`src/sv/cfd_pkg.sv`:
```
// ----------------------------------------------------------------------------
// cfd_pkg
// Shared types, constants and helpers of the configurable frame deframer.
// ----------------------------------------------------------------------------
`default_nettype none

package cfd_pkg;

    localparam int MAX_FRAME   = 64;
    localparam int MAX_PATTERN = 4;
    localparam int RESULT_CAP  = 64;
    localparam int ADDR_W      = $clog2(MAX_FRAME);
    localparam int FILL_W      = $clog2(MAX_FRAME + 1);
    localparam int CNT_W       = $clog2(RESULT_CAP + 1);
    localparam int PAT_LEN_W   = $clog2(MAX_PATTERN + 1);
    localparam int OVER_W      = 5;
    localparam int PAYLOAD_W   = 24;
    localparam int TOTAL_W     = 25;
    localparam int CFG_W       = 32;

    localparam logic [1:0] MODE_BYPASS = 2'd0;
    localparam logic [1:0] MODE_FIXED  = 2'd1;

    localparam logic [2:0] REG_MODE      = 3'd0;
    localparam logic [2:0] REG_HEAD_PAT  = 3'd1;
    localparam logic [2:0] REG_HEAD_LEN  = 3'd2;
    localparam logic [2:0] REG_TAIL_PAT  = 3'd3;
    localparam logic [2:0] REG_TAIL_LEN  = 3'd4;
    localparam logic [2:0] REG_LEN_FIELD = 3'd5;
    localparam logic [2:0] REG_CHECKSUM  = 3'd6;
    localparam logic [2:0] REG_FIXED_LEN = 3'd7;

    typedef struct packed {
        logic [1:0]           mode;
        logic [31:0]          head_pattern;
        logic [PAT_LEN_W-1:0] h;
        logic [31:0]          tail_pattern;
        logic [PAT_LEN_W-1:0] t;
        logic [1:0]           lf;
        logic [OVER_W-1:0]    over;
        logic [6:0]           fixed_len;
    } cfd_cfg_t;

    typedef struct packed {
        logic [FILL_W-1:0] fill;
        logic              busy;
    } cfd_stat_t;

    typedef enum logic [3:0] {
        ST_IDLE,
        ST_BYP_RD,
        ST_BYP_WR,
        ST_SCAN,
        ST_HEAD_RD,
        ST_HEAD_CK,
        ST_LEN,
        ST_LF_RD,
        ST_LF_CK,
        ST_SIZE,
        ST_TAIL_RD,
        ST_TAIL_CK,
        ST_EMIT_CHK,
        ST_EMIT_RD,
        ST_EMIT_WR
    } cfd_state_t;

    // byte i of a pattern of len bytes, first byte most significant
    function automatic logic [7:0] pat_byte(input logic [31:0] pat,
                                            input logic [PAT_LEN_W-1:0] len,
                                            input logic [PAT_LEN_W-1:0] i);
        logic [PAT_LEN_W-1:0] sel;
        logic [7:0]           b;
        sel = len - PAT_LEN_W'(1) - i;
        case (sel[1:0])
            2'd0:    b = pat[7:0];
            2'd1:    b = pat[15:8];
            2'd2:    b = pat[23:16];
            default: b = pat[31:24];
        endcase
        return b;
    endfunction

endpackage

`default_nettype wire

```
`src/sv/cfd_ram.sv`:
```
// ----------------------------------------------------------------------------
// cfd_ram
// Generic single-port-write, single-port-read RAM with registered read data.
// ----------------------------------------------------------------------------
`default_nettype none

module cfd_ram #(
    parameter int WIDTH = 8,
    parameter int DEPTH = 64
) (
    input  wire logic                     clk,
    input  wire logic                     we,
    input  wire logic [$clog2(DEPTH)-1:0] waddr,
    input  wire logic [WIDTH-1:0]         wdata,
    input  wire logic                     re,
    input  wire logic [$clog2(DEPTH)-1:0] raddr,
    output      logic [WIDTH-1:0]         rdata
);

    logic [WIDTH-1:0] mem [DEPTH];
    logic [WIDTH-1:0] rdata_reg;

    always_ff @(posedge clk)
    begin
        if (we)
        begin
            mem[waddr] <= wdata;
        end
        if (re)
        begin
            rdata_reg <= mem[raddr];
        end
    end

    assign rdata = rdata_reg;

endmodule

`default_nettype wire

```
`src/sv/cfd_cfg.sv`:
```
// ----------------------------------------------------------------------------
// cfd_cfg
// Configuration register file; saturates pattern lengths, sums frame overhead.
// ----------------------------------------------------------------------------
`default_nettype none

module cfd_cfg
    import cfd_pkg::*;
(
    input  wire logic             clk,
    input  wire logic             rst_n,
    input  wire logic             cfg_we,
    input  wire logic [2:0]       cfg_index,
    input  wire logic [CFG_W-1:0] cfg_data,
    output      cfd_cfg_t         cfg
);

    logic [1:0]  mode_reg;
    logic [31:0] head_pat_reg;
    logic [2:0]  head_len_reg;
    logic [31:0] tail_pat_reg;
    logic [2:0]  tail_len_reg;
    logic [1:0]  lf_reg;
    logic [2:0]  cs_reg;
    logic [6:0]  fixed_reg;

    logic [PAT_LEN_W-1:0] h_sat;
    logic [PAT_LEN_W-1:0] t_sat;

    always_ff @(posedge clk or negedge rst_n)
    begin
        if (!rst_n)
        begin
            mode_reg     <= '0;
            head_pat_reg <= '0;
            head_len_reg <= '0;
            tail_pat_reg <= '0;
            tail_len_reg <= '0;
            lf_reg       <= '0;
            cs_reg       <= '0;
            fixed_reg    <= '0;
        end
        else if (cfg_we)
        begin
            case (cfg_index)
                REG_MODE:      mode_reg     <= cfg_data[1:0];
                REG_HEAD_PAT:  head_pat_reg <= cfg_data[31:0];
                REG_HEAD_LEN:  head_len_reg <= cfg_data[2:0];
                REG_TAIL_PAT:  tail_pat_reg <= cfg_data[31:0];
                REG_TAIL_LEN:  tail_len_reg <= cfg_data[2:0];
                REG_LEN_FIELD: lf_reg       <= cfg_data[1:0];
                REG_CHECKSUM:  cs_reg       <= cfg_data[2:0];
                REG_FIXED_LEN: fixed_reg    <= cfg_data[6:0];
                default:       ;
            endcase
        end
    end

    // clamp pattern lengths to the widest pattern
    assign h_sat = (head_len_reg > 3'(MAX_PATTERN)) ? PAT_LEN_W'(MAX_PATTERN)
                                                     : PAT_LEN_W'(head_len_reg);
    assign t_sat = (tail_len_reg > 3'(MAX_PATTERN)) ? PAT_LEN_W'(MAX_PATTERN)
                                                     : PAT_LEN_W'(tail_len_reg);

    always_comb
    begin
        cfg.mode         = mode_reg;
        cfg.head_pattern = head_pat_reg;
        cfg.h            = h_sat;
        cfg.tail_pattern = tail_pat_reg;
        cfg.t            = t_sat;
        cfg.lf           = lf_reg;
        cfg.over         = OVER_W'(h_sat) + OVER_W'(lf_reg) + OVER_W'(cs_reg) + OVER_W'(t_sat);
        cfg.fixed_len    = fixed_reg;
    end

endmodule

`default_nettype wire

```
`src/sv/cfd_seq.sv`:
```
// ----------------------------------------------------------------------------
// cfd_seq
// Buffer sequencer: stores bytes, searches frames, drives the result register.
// ----------------------------------------------------------------------------
`default_nettype none

module cfd_seq
    import cfd_pkg::*;
(
    input  wire logic              clk,
    input  wire logic              rst_n,
    input  wire cfd_cfg_t          cfg,
    input  wire logic              in_valid,
    output      logic              in_stall,
    input  wire logic [7:0]        rx_byte,
    output      logic              out_valid,
    input  wire logic              out_stall,
    output      logic [7:0]        out_byte,
    output      logic              byte_present,
    output      logic              frame_last,
    output      logic              ram_we,
    output      logic [ADDR_W-1:0] ram_waddr,
    output      logic [7:0]        ram_wdata,
    output      logic              ram_re,
    output      logic [ADDR_W-1:0] ram_raddr,
    input  wire logic [7:0]        ram_rdata,
    output      cfd_stat_t         stat
);

    cfd_state_t           state_reg,   state_next;
    logic [ADDR_W-1:0]    start_reg,   start_next;
    logic [FILL_W-1:0]    fill_reg,    fill_next;
    logic [CNT_W-1:0]     count_reg,   count_next;
    logic [ADDR_W-1:0]    idx_reg,     idx_next;
    logic [PAYLOAD_W-1:0] payload_reg, payload_next;
    logic [TOTAL_W-1:0]   total_reg,   total_next;
    logic                 out_valid_reg, out_valid_next;
    logic [7:0]           out_byte_reg,  out_byte_next;
    logic                 present_reg,   present_next;
    logic                 last_reg,      last_next;

    logic                 accept;
    logic                 slot_free;
    logic [TOTAL_W-1:0]   tot;
    logic [CNT_W-1:0]     need;
    logic                 emit_last;

    assign accept    = in_valid && !in_stall;
    assign slot_free = !out_valid_reg;
    assign tot       = (cfg.mode == MODE_FIXED) ? TOTAL_W'(cfg.fixed_len)
                                                : TOTAL_W'(payload_reg) + TOTAL_W'(cfg.over);
    assign need      = (payload_reg == '0) ? CNT_W'(1) : CNT_W'(payload_reg);
    assign emit_last = (PAYLOAD_W'(idx_reg) + PAYLOAD_W'(1)) == payload_reg;

    always_ff @(posedge clk or negedge rst_n)
    begin
        if (!rst_n)
        begin
            state_reg     <= ST_IDLE;
            start_reg     <= '0;
            fill_reg      <= '0;
            count_reg     <= '0;
            idx_reg       <= '0;
            out_valid_reg <= 1'b0;
        end
        else
        begin
            state_reg     <= state_next;
            start_reg     <= start_next;
            fill_reg      <= fill_next;
            count_reg     <= count_next;
            idx_reg       <= idx_next;
            out_valid_reg <= out_valid_next;
        end
    end

    always_ff @(posedge clk)
    begin
        payload_reg  <= payload_next;
        total_reg    <= total_next;
        out_byte_reg <= out_byte_next;
        present_reg  <= present_next;
        last_reg     <= last_next;
    end

    always_comb
    begin
        state_next     = state_reg;
        start_next     = start_reg;
        fill_next      = fill_reg;
        count_next     = count_reg;
        idx_next       = idx_reg;
        payload_next   = payload_reg;
        total_next     = total_reg;
        out_valid_next = out_valid_reg;
        out_byte_next  = out_byte_reg;
        present_next   = present_reg;
        last_next      = last_reg;
        in_stall       = (state_reg != ST_IDLE);
        ram_we         = 1'b0;
        ram_waddr      = start_reg + fill_reg[ADDR_W-1:0];
        ram_wdata      = rx_byte;
        ram_re         = 1'b0;
        ram_raddr      = start_reg;

        // retire a taken result
        if (out_valid_reg && !out_stall)
        begin
            out_valid_next = 1'b0;
        end

        case (state_reg)
            ST_IDLE:
            begin
                if (accept)
                begin
                    ram_we     = 1'b1;
                    count_next = '0;
                    // full buffer: the new byte overwrites the oldest one
                    if (fill_reg == FILL_W'(MAX_FRAME))
                    begin
                        start_next = start_reg + ADDR_W'(1);
                    end
                    else
                    begin
                        fill_next = fill_reg + FILL_W'(1);
                    end
                    state_next = (cfg.mode == MODE_BYPASS) ? ST_BYP_RD : ST_SCAN;
                end
            end

            ST_BYP_RD:
            begin
                if (fill_reg == '0)
                begin
                    state_next = ST_IDLE;
                end
                else if (slot_free)
                begin
                    ram_re     = 1'b1;
                    state_next = ST_BYP_WR;
                end
            end

            ST_BYP_WR:
            begin
                out_valid_next = 1'b1;
                out_byte_next  = ram_rdata;
                present_next   = 1'b1;
                last_next      = 1'b1;
                start_next     = start_reg + ADDR_W'(1);
                fill_next      = fill_reg - FILL_W'(1);
                state_next     = ST_BYP_RD;
            end

            ST_SCAN:
            begin
                idx_next = '0;
                if (fill_reg == '0)
                begin
                    state_next = ST_IDLE;
                end
                else if (cfg.h != '0)
                begin
                    state_next = (fill_reg < FILL_W'(cfg.h)) ? ST_IDLE : ST_HEAD_RD;
                end
                else
                begin
                    state_next = ST_LEN;
                end
            end

            ST_HEAD_RD:
            begin
                ram_re     = 1'b1;
                ram_raddr  = start_reg + idx_reg;
                state_next = ST_HEAD_CK;
            end

            ST_HEAD_CK:
            begin
                if (ram_rdata != pat_byte(cfg.head_pattern, cfg.h, PAT_LEN_W'(idx_reg)))
                begin
                    start_next = start_reg + ADDR_W'(1);
                    fill_next  = fill_reg - FILL_W'(1);
                    state_next = ST_SCAN;
                end
                else if (idx_reg + ADDR_W'(1) == ADDR_W'(cfg.h))
                begin
                    state_next = ST_LEN;
                end
                else
                begin
                    idx_next   = idx_reg + ADDR_W'(1);
                    state_next = ST_HEAD_RD;
                end
            end

            ST_LEN:
            begin
                idx_next     = '0;
                payload_next = '0;
                if (cfg.mode == MODE_FIXED)
                begin
                    if (cfg.fixed_len == '0 || cfg.fixed_len < 7'(cfg.over))
                    begin
                        start_next = start_reg + ADDR_W'(1);
                        fill_next  = fill_reg - FILL_W'(1);
                        state_next = ST_SCAN;
                    end
                    else
                    begin
                        payload_next = PAYLOAD_W'(cfg.fixed_len - 7'(cfg.over));
                        state_next   = ST_SIZE;
                    end
                end
                else if (fill_reg < FILL_W'(cfg.over))
                begin
                    state_next = ST_IDLE;
                end
                else
                begin
                    state_next = (cfg.lf == '0) ? ST_SIZE : ST_LF_RD;
                end
            end

            ST_LF_RD:
            begin
                ram_re     = 1'b1;
                ram_raddr  = start_reg + ADDR_W'(cfg.h) + idx_reg;
                state_next = ST_LF_CK;
            end

            ST_LF_CK:
            begin
                payload_next = {payload_reg[PAYLOAD_W-9:0], ram_rdata};
                idx_next     = idx_reg + ADDR_W'(1);
                state_next   = (idx_reg + ADDR_W'(1) == ADDR_W'(cfg.lf)) ? ST_SIZE : ST_LF_RD;
            end

            ST_SIZE:
            begin
                idx_next   = '0;
                total_next = tot;
                if (tot == '0 || tot > TOTAL_W'(MAX_FRAME)
                    || payload_reg > PAYLOAD_W'(RESULT_CAP))
                begin
                    start_next = start_reg + ADDR_W'(1);
                    fill_next  = fill_reg - FILL_W'(1);
                    state_next = ST_SCAN;
                end
                else if (TOTAL_W'(fill_reg) < tot)
                begin
                    state_next = ST_IDLE;
                end
                else
                begin
                    state_next = (cfg.t != '0) ? ST_TAIL_RD : ST_EMIT_CHK;
                end
            end

            ST_TAIL_RD:
            begin
                ram_re     = 1'b1;
                ram_raddr  = start_reg + total_reg[ADDR_W-1:0] - ADDR_W'(cfg.t) + idx_reg;
                state_next = ST_TAIL_CK;
            end

            ST_TAIL_CK:
            begin
                if (ram_rdata != pat_byte(cfg.tail_pattern, cfg.t, PAT_LEN_W'(idx_reg)))
                begin
                    start_next = start_reg + ADDR_W'(1);
                    fill_next  = fill_reg - FILL_W'(1);
                    state_next = ST_SCAN;
                end
                else if (idx_reg + ADDR_W'(1) == ADDR_W'(cfg.t))
                begin
                    idx_next   = '0;
                    state_next = ST_EMIT_CHK;
                end
                else
                begin
                    idx_next   = idx_reg + ADDR_W'(1);
                    state_next = ST_TAIL_RD;
                end
            end

            ST_EMIT_CHK:
            begin
                if ((CNT_W + 1)'(count_reg) + (CNT_W + 1)'(need) > (CNT_W + 1)'(RESULT_CAP))
                begin
                    state_next = ST_IDLE;
                end
                else if (payload_reg != '0)
                begin
                    state_next = ST_EMIT_RD;
                end
                else if (slot_free)
                begin
                    // empty payload: a single marker result
                    out_valid_next = 1'b1;
                    out_byte_next  = '0;
                    present_next   = 1'b0;
                    last_next      = 1'b1;
                    count_next     = count_reg + CNT_W'(1);
                    start_next     = start_reg + total_reg[ADDR_W-1:0];
                    fill_next      = fill_reg - total_reg[FILL_W-1:0];
                    state_next     = ST_SCAN;
                end
            end

            ST_EMIT_RD:
            begin
                if (slot_free)
                begin
                    ram_re     = 1'b1;
                    ram_raddr  = start_reg + ADDR_W'(cfg.h) + ADDR_W'(cfg.lf) + idx_reg;
                    state_next = ST_EMIT_WR;
                end
            end

            ST_EMIT_WR:
            begin
                out_valid_next = 1'b1;
                out_byte_next  = ram_rdata;
                present_next   = 1'b1;
                last_next      = emit_last;
                count_next     = count_reg + CNT_W'(1);
                if (emit_last)
                begin
                    start_next = start_reg + total_reg[ADDR_W-1:0];
                    fill_next  = fill_reg - total_reg[FILL_W-1:0];
                    state_next = ST_SCAN;
                end
                else
                begin
                    idx_next   = idx_reg + ADDR_W'(1);
                    state_next = ST_EMIT_RD;
                end
            end

            default:
            begin
                state_next = ST_IDLE;
            end
        endcase
    end

    assign out_valid    = out_valid_reg;
    assign out_byte     = out_byte_reg;
    assign byte_present = present_reg;
    assign frame_last   = last_reg;

    always_comb
    begin
        stat.fill = fill_reg;
        stat.busy = (state_reg != ST_IDLE);
    end

endmodule

`default_nettype wire

```
`src/sv/configurable_frame_deframer.sv`:
```
// ----------------------------------------------------------------------------
// configurable_frame_deframer
// Byte-stream deframer: head/length/tail frame search over a ring buffer.
// ----------------------------------------------------------------------------
// Timing: a byte is stored in the cycle it is taken; work that follows reads
// the ring buffer RAM a byte at a time, first the address, then the data.
// Framed mode reads the head, length field and tail bytes of each candidate
// start, then each payload byte; a rejected start is dropped and the search
// runs again from the next offset.
// Reset clears state, pointers, fill count and output valid; data registers and buffer contents are unknown.
`default_nettype none

module configurable_frame_deframer
    import cfd_pkg::*;
(
    input  wire logic             clk,
    input  wire logic             rst_n,
    input  wire logic             cfg_we,
    input  wire logic [2:0]       cfg_index,
    input  wire logic [CFG_W-1:0] cfg_data,
    input  wire logic             in_valid,
    output      logic             in_stall,
    input  wire logic [7:0]       rx_byte,
    output      logic             out_valid,
    input  wire logic             out_stall,
    output      logic [7:0]       out_byte,
    output      logic             byte_present,
    output      logic             frame_last
);

    cfd_cfg_t          cfg;
    cfd_stat_t         stat;
    logic              ram_we;
    logic [ADDR_W-1:0] ram_waddr;
    logic [7:0]        ram_wdata;
    logic              ram_re;
    logic [ADDR_W-1:0] ram_raddr;
    logic [7:0]        ram_rdata;

    // configuration registers and derived frame overhead
    cfd_cfg u_cfg (
        .clk       (clk),
        .rst_n     (rst_n),
        .cfg_we    (cfg_we),
        .cfg_index (cfg_index),
        .cfg_data  (cfg_data),
        .cfg       (cfg)
    );

    // ring buffer holding received bytes, oldest at the start pointer
    cfd_ram #(
        .WIDTH (8),
        .DEPTH (MAX_FRAME)
    ) u_ram (
        .clk   (clk),
        .we    (ram_we),
        .waddr (ram_waddr),
        .wdata (ram_wdata),
        .re    (ram_re),
        .raddr (ram_raddr),
        .rdata (ram_rdata)
    );

    // sequencer: store each transfer, then search and emit frames
    cfd_seq u_seq (
        .clk          (clk),
        .rst_n        (rst_n),
        .cfg          (cfg),
        .in_valid     (in_valid),
        .in_stall     (in_stall),
        .rx_byte      (rx_byte),
        .out_valid    (out_valid),
        .out_stall    (out_stall),
        .out_byte     (out_byte),
        .byte_present (byte_present),
        .frame_last   (frame_last),
        .ram_we       (ram_we),
        .ram_waddr    (ram_waddr),
        .ram_wdata    (ram_wdata),
        .ram_re       (ram_re),
        .ram_raddr    (ram_raddr),
        .ram_rdata    (ram_rdata),
        .stat         (stat)
    );

    // buffer never holds more than its depth
    a_fill_bound: assert property (@(posedge clk) disable iff (!rst_n)
        stat.fill <= FILL_W'(MAX_FRAME))
        else $error("fill count above buffer depth");

    // an accepted byte leaves the buffer non-empty
    a_fill_after_in: assert property (@(posedge clk) disable iff (!rst_n)
        in_valid && !in_stall |=> stat.fill != '0)
        else $error("buffer empty after input transfer");

    // an accepted byte starts work, so input stalls next cycle
    a_busy_after_in: assert property (@(posedge clk) disable iff (!rst_n)
        in_valid && !in_stall |=> in_stall && stat.busy)
        else $error("sequencer not busy after input transfer");

    // an empty-payload marker always closes its frame
    a_marker_last: assert property (@(posedge clk) disable iff (!rst_n)
        out_valid && !byte_present |-> frame_last)
        else $error("empty marker without frame end");

endmodule

`default_nettype wire

```
`config.mk`:
```
export PLATFORM = sky130hd
export DESIGN_NAME = configurable_frame_deframer
export DESIGN_NICKNAME = d
export VERILOG_FILES = /design/src/sv/cfd_pkg.sv /design/src/sv/cfd_ram.sv /design/src/sv/cfd_cfg.sv /design/src/sv/cfd_seq.sv /design/src/sv/configurable_frame_deframer.sv
export SDC_FILE = /design/constraint.sdc
export NUM_CORES = 1
export LEC_CHECK = 0
export BUFFER_PORTS_ARGS = -buffer_cell sky130_fd_sc_hd__buf_2
export CAP_MARGIN = 25
export CORE_ASPECT_RATIO = 1.25
export CORE_MARGIN = 4
export CORE_UTILIZATION = 50
export CTS_CLUSTER_SIZE = 8
export DETAILED_ROUTE_END_ITERATION = 8
export PLACE_DENSITY_LB_ADDON = 0.1
export RECOVER_POWER = 50
export SLEW_MARGIN = 20
export SYNTH_ARGS = -nofsm -noshare
export SYNTH_HDL_FRONTEND = slang
export SYNTH_HIERARCHICAL = 1
export SYNTH_SLANG_ARGS = --single-unit
```
`constraint.sdc`:
```
create_clock -name clk -period 15.65 [get_ports clk]
set_clock_uncertainty 0.15 [all_clocks]
set_input_delay 1.565 -clock clk [delete_from_list [all_inputs] [get_ports clk]]
set_output_delay 1.565 -clock clk [all_outputs]
set_load 0.01 [all_outputs]
```
### After elaboration in Yosys (flattened, before gate mapping)

Memories as Yosys holds them, arrays and structs flattened. A register that Yosys moved wholly into a read port is not among the register bits.
Index checks and enable logic that the tools add are counted.

* flip-flop bits (word level): 156
* latch bits: 0
* RAM bits: 512
* ROM bits: 0
* input bits: 48
* output and inout bits: 12
* word-level logic and storage cells: 249
* memories kept: 1

* $add $sub $neg: 26
* $mul: 0
* div/mod/pow operators: 0
* magnitude comparators: 9
* equality and inequality tests: 52
* shifts and indexed selects: 0
* mux-type cells: 97
* bitwise operators: 0
* reduce and logical (&&, ||, !) cells: 45

Memory list
* u_ram.mem: words 64, width 8, rd ports 1, clocked after memory_dff 1, wr ports 1, RTL line cfd_ram.sv:20 `logic [WIDTH-1:0] mem [DEPTH];`

Operators with widths (number)
* two-way mux 7 bit: 16
* two-way mux 6 bit: 17
* two-way mux 4 bit: 19
* one-hot mux 4 bit (15 select lines): 1
* one-hot mux 7 bit (8 select lines): 1
* two-way mux 24 bit: 2
* one-hot mux 24 bit (2 select lines): 1
* one-hot mux 6 bit (8 select lines): 1
* one-hot mux 8 bit (3 select lines): 2
* two-way mux 8 bit: 5
* adder 6 bit: 6
* one-hot mux 6 bit (5 select lines): 1
* == test 4 bit (second input constant): 7
* adder 24 x 5 -> 25 bit: 1
* greater-than comparator 25 x 7 -> 1 bit (second input constant): 1
* zero test 25 bit: 1
* less-than comparator 7 x 25 -> 1 bit: 1
* two-way mux 25 bit: 1
* == test 24 bit: 1
* greater-than comparator 24 x 7 -> 1 bit (second input constant): 1
* zero test 24 bit: 1
* one-hot mux 6 bit (4 select lines): 1
* AND reduction 12 bit: 2
* nonzero test 24 bit: 1
* other kinds (58): 138

### Longest topological paths before layout

Gate-level depths: netlist of the first run.

* word-level depth: 12
* depth in mapped cells: 22
* depth with buffers taken out: 22

### By module

Netlist of the first run, hierarchy kept.

Modules (own cells, without submodules)
* cfd_ram: instances 1, cells each 972, area an instance 20270.7 um^2, seq. area each 15615.0 um^2
* cfd_seq: instances 1, cells each 914, area an instance 8085.3 um^2, seq. area each 2006.9 um^2
* cfd_cfg: instances 1, cells each 214, area an instance 3653.5 um^2, seq. area each 2102.0 um^2

### Worst setup path before layout of the first run

No wires, ideal clock.

* kind: reg-to-reg
* start: register u_cfg.head_len_reg[2]
* end: register u_seq.fill_reg[1]
* library setup time: 0.128 ns
* data arrival time: 5.009 ns
* required time: 15.372 ns
* setup slack: 10.364 ns
* stages on the path, launching flop included: 19
* path buffers: 1
* clock period less this slack: 5.286 ns
* path through: dfrtp_1 nand2b_1 fa_1 inv_1 fa_1 ha_1 inv_1 fa_1 inv_1 ha_1 nand3_1 a31oi_1 xnor2_1 o21ai_1 or4_4 and4_1 buf_2 nor3_4 mux2_1

RTL lines
* start, declared: RTL line cfd_cfg.sv:20 `logic [2:0] head_len_reg;`
* start signal, assigned: RTL line cfd_cfg.sv:48 `REG_HEAD_LEN: head_len_reg <= cfg_data[2:0];`
* end signal, assigned: RTL line cfd_seq.sv:70 `fill_reg <= fill_next;`
* end, declared: RTL line cfd_seq.sv:32 `logic [FILL_W-1:0] fill_reg, fill_next;`

==> reports/metrics.yaml, run 1 <==
min_path_type: "flop to flop"
clk_latency_ps: 640
hold_ws_ps: 348
die_area_mm2: 0.0681
cap_violations: 12
grt_pass1_vias: 19400
start_util_pct: 50.6
cp_max_fo: 55
highest_layer: "met4"
max_freq_mhz: 153
io_buffers: 59
post-route-period-util_pct: 41.7
die_h_um: 291
synth_fp_nets: 2246
dr_wl_met3_um: 4170
gr-usage-all-layers_pct: 24.3
num-nets-final: 2318
holdPathStages: 1
rows: 103
cp_data_required_time_ps: 15600
remaining_drc_errors: 0
fin_setup_tns_ps: 0
drt_wl_total_um: 82100
cts-buffers-inserted: 94
wl_per_cell_um: 27.0
vdd_ir_drop_max_mv: 0.313
wl_met1_um: 31800
htreeDepth: 3
syn-cell-area_mm2: 0.0320
clk_pin_slew_ps: 50
stdcell_area_mm2: 0.0355
status: "finished, violations left"
slew_headroom_pct: -114
power_w: 0.00796
netlist_instances: 2099
area_growth_pct: 11.0
cts_hold_buf: 0
cts_buffer_depth: 3
p_leak_nw: 12.6
die_w_um: 234
ios: 60
layout_common_cells: "edfxtp_1 (561), nor2_1 (149), mux4_2 (136)"
cp-end-kind: "asynchronous set/reset pin"
firstDrtPassIters: 5
postCtsResizedCells: 0
ant_nets: 0
cp-start-kind: "primary input"
cts_root_buf: "clkbuf_16"
cts_tree: "done"
layout_commonest_cell: "edfxtp_1"
layout-drive-gt1-share_pct: 19.7
tightest_slew_ps: 3210
rsz0062_at_grt: "no"
finalCriticalPeriod_ps: 6520
grt_pass1_wl_um: 123000
violations: "max-capacitance violations, max-slew violations"
clock_sinks: 676
cts_setup_buffers: 0
n_antenna_cell: 0
routabilityCongestion: 0.908
r2r_cells: 15
grt_overflow: 0
worstPathArrival_ps: 6460
syn_avg_cell_area_um2: 15.2
dr_wl_met2_um: 42900
drtIter0Drc: 1364
coreArea_mm2: 0.0633
placed_area_mm2: 0.0329
via_per_inst: 6.14
p_per_area_mw_per_mm2: 224
largest_reg_flops: 512
hold_viol_final: 0
ys_warn_count: 6
grt_max_degree: 88
setup_viol: 0
dp.final_hpwl_um: 55200
antenna_found_initial: 0
fin_util_pct: 56.1
worstSetupPathType: "primary input to asynchronous set/reset pin"
via_count: 18700
slew_viol_final: 659
## stage by stage
step / instances / setup WS, ps
after floorplan: 2099 / 10360
after global placement: 2908 / 9680
after detailed placement: 2911 / 9640
after CTS: 3038 / 9620
after global routing: 3042 / 7870
final: 3042 / 9130
## power breakdown
part / internal, W / switching [W]
sequential: 0.00216 / 0.000201
clock: 0.00110 / 0.000727
combinational: 0.00156 / 0.00221
total: 0.00482 / 0.00314
## worst paths after layout
path | startpoint | to | slack (ps)
setup / recovery | rst_n | u_cfg/tail_pat_reg[10]$_DFFE_PN0P_ | 9130
hold / removal | u_cfg/tail_pat_reg[31]$_DFFE_PN0P_ | u_cfg/tail_pat_reg[31]$_DFFE_PN0P_ | 350
setup reg to reg | u_seq/state_reg[1]$_DFFE_PN0P_ | u_ram/rdata[4]$_DFFE_PP_ | 9500
hold reg to reg | u_cfg/tail_pat_reg[31]$_DFFE_PN0P_ | u_cfg/tail_pat_reg[31]$_DFFE_PN0P_ | 350
max in group clk | u_seq/state_reg[1]$_DFFE_PN0P_ | u_ram/rdata[4]$_DFFE_PP_ | 9500
min in group asynchronous | rst_n | u_seq/idx_reg[4]$_DFFE_PN0P_ | 1540
## routing by layer
| metal | track usage, % | up-vias |
|---|---|---|
| met5 | 0 | - |
| li1 | - | 8282 |
| met1 | 30.6 | 9594 |
| met4 | 9.19 | 0 |
| met3 | 3.32 | 166 |
| met2 | 42.6 | 645 |
## area by class of cell
cell class	count	area, um^2
sequential	676	19700
inverter	68	255
tap	840	1050
clock buffer	121	2480
fill	5006	27800
timing repair buffer	91	510
multi-input combinational	1240	11400
clock inverter	6	131
## critical path: stages
cell      delay (ps)
clkbuf_1        1720
clkbuf_1        1010
clkbuf_1        2130
Note: power is estimated with default switching activity, not from simulation.
==> run 2: changes to the inputs <==
--- a/config.mk
+++ b/config.mk
@@ -5,6 +5,7 @@
 export SDC_FILE = /design/constraint.sdc
 export NUM_CORES = 1
 export LEC_CHECK = 0
+export ABC_AREA = 1
 export BUFFER_PORTS_ARGS = -buffer_cell sky130_fd_sc_hd__buf_2
 export CAP_MARGIN = 25
 export CORE_ASPECT_RATIO = 1.25
==> constraint.sdc (replaced) <==
create_clock -name clk -period 5.5 [get_ports clk]
set_clock_uncertainty 0.15 [all_clocks]
set_input_delay 0.55 -clock clk [delete_from_list [all_inputs] [get_ports clk]]
set_output_delay 0.55 -clock clk [all_outputs]
set_load 0.01 [all_outputs]
==> reports/metrics.yaml, run 2 <==
cts_root_buf: "clkbuf_16"
clock_sinks: 676
gr-usage-all-layers_pct: 26.4
crit_path_top_delay_cell: "fa_1"
drt_wl_total_um: 96100
via_per_inst: 5.60
cp_data_required_time_ps: 5910
power_w: 0.0223
vdd_ir_drop_max_mv: 0.548
ys_warn_count: 6
grt_max_degree: 133
cp_max_fo: 5
cts_buffer_depth: 3
antenna_found_initial: 0
rsz0062_at_grt: "no"
coreArea_mm2: 0.0671
tightest_slew_ps: 3430
max_stage_delay_ps: 500
cp-end-kind: "flop"
r2r_cells: 29
cap_violations: 12
n_antenna_cell: 0
status: "finished, violations left"
syn-cell-area_mm2: 0.0339
slew_viol_final: 661
ant_nets: 0
rows: 106
p_per_area_mw_per_mm2: 595
num-nets-final: 3821
hold_viol_final: 0
finalCriticalPeriod_ps: 5060
cts-buffers-inserted: 94
worstSetupPathType: "flop to flop"
setup_viol: 0
start_util_pct: 50.6
via_count: 25600
fin_setup_tns_ps: 0
cp-start-kind: "flop"
min_path_type: "primary input to flop"
remaining_drc_errors: 0
worstReg2RegStart: "u_cfg/head_len_reg[2]$_DFFE_PN0P_"
firstDrtPassIters: 6
grt_pass1_vias: 25200
die_h_um: 299
synth_fp_nets: 3756
layout-drive-gt1-share_pct: 7.13
regToRegSetupSlack_ps: 440
largest_reg_flops: 512
drtIter0Drc: 2020
area_growth_pct: 10.6
cts_setup_buffers: 0
worstPathArrival_ps: 5460
wl_per_cell_um: 21.0
io_buffers: 59
grt_pass1_wl_um: 147000
violations: "max-capacitance violations, max-slew violations"
netlist_instances: 3609
reg2reg_to: "u_seq/state_reg[2]$_DFFE_PN0P_"
syn_avg_cell_area_um2: 9.40
crit_start: "u_cfg/head_len_reg[2]$_DFFE_PN0P_"
holdPathStages: 3
p_leak_nw: 15.6
ios: 60
slew_headroom_pct: -129
dp.final_hpwl_um: 63800
die_w_um: 241
clk_pin_slew_ps: 50
layout_common_cells: "nand2_1 (1,274), nand3_1 (619), edfxtp_1 (561)"
post-route-period-util_pct: 91.9
die_area_mm2: 0.0721
htreeDepth: 3
layout_commonest_cell: "nand2_1"
cts_tree: "done"
hold_ws_ps: 42.2
cp-endpoint: "u_seq/state_reg[2]$_DFFE_PN0P_"
grt_overflow: 0
clk_latency_ps: 640
routabilityCongestion: 0.935
max_freq_mhz: 198
[run 2: cell type report]
class / instances / area, um^2
clock inverter: 4 / 96.3
multi-input combinational: 2518 / 12200
sequential: 676 / 19700
tap: 864 / 1080
clock buffer: 120 / 2470
timing repair buffer: 136 / 1020
fill: 5941 / 29600
inverter: 248 / 938
[run 2: critical path: cells and delay by family, from the launching register on]
| family | cells | cell delay, ps |
|---|---|---|
| adders and majority gates | 6 | 2310 |
| and+or+nand+nor | 17 | 1710 |
| DFF | 1 | 390 |
| buffers and inverters | 6 | 430 |
[run 2: repair_timing]
action	4_1_cts	5_1_grt
endpoints found under the hold margin	61	0
resized for setup	0	1
setup endpoints to repair	0	1
hold buffers	25	0
[run 2: how the worst min path moves through the flow]
stage,slack (ps),to,from
finish,40,u_seq/out_valid$_DFF_PN0_,out_stall
global route,30,u_cfg/tail_pat_reg[17]$_DFFE_PN0P_,cfg_data[17]
CTS,10,u_seq/out_valid$_DFF_PN0_,out_stall
detailed placement,310,u_cfg/head_pat_reg[16]$_DFFE_PN0P_,u_cfg/head_pat_reg[16]$_DFFE_PN0P_
global placement,300,u_cfg/head_pat_reg[18]$_DFFE_PN0P_,u_cfg/head_pat_reg[18]$_DFFE_PN0P_
floorplan,100,u_cfg/cs_reg[0]$_DFFE_PN0P_,rst_n
[run 2: per-stage QoR]
| stage | utilization [%] | setup slack [ps] | cell area [um^2] | std cells |
|---|---|---|---|---|
| finish | 55.9 | 444 | 37500 | 4566 |
| global route | 55.9 | 51.1 | 37500 | 4566 |
| CTS | 56.0 | 445 | 37600 | 4565 |
| detailed placement | 51.8 | 474 | 34800 | 4416 |
| global placement | 51.8 | 526 | 34800 | 4416 |
| floorplan | - | 660 | 33900 | 3609 |
[run 2: layer usage]
layer,vias up,wire (um),global-route usage [%]
li1,12200,-,-
met1,12300,37400,32.5
met2,856,49200,46.8
met3,215,5130,3.14
met4,0,4330,11.2
met5,-,0,0
[run 2: power by group]
group          internal, W  switching (W)
logic              0.00324        0.00739
clock network      0.00310        0.00208
registers          0.00607       0.000470
total               0.0124        0.00994
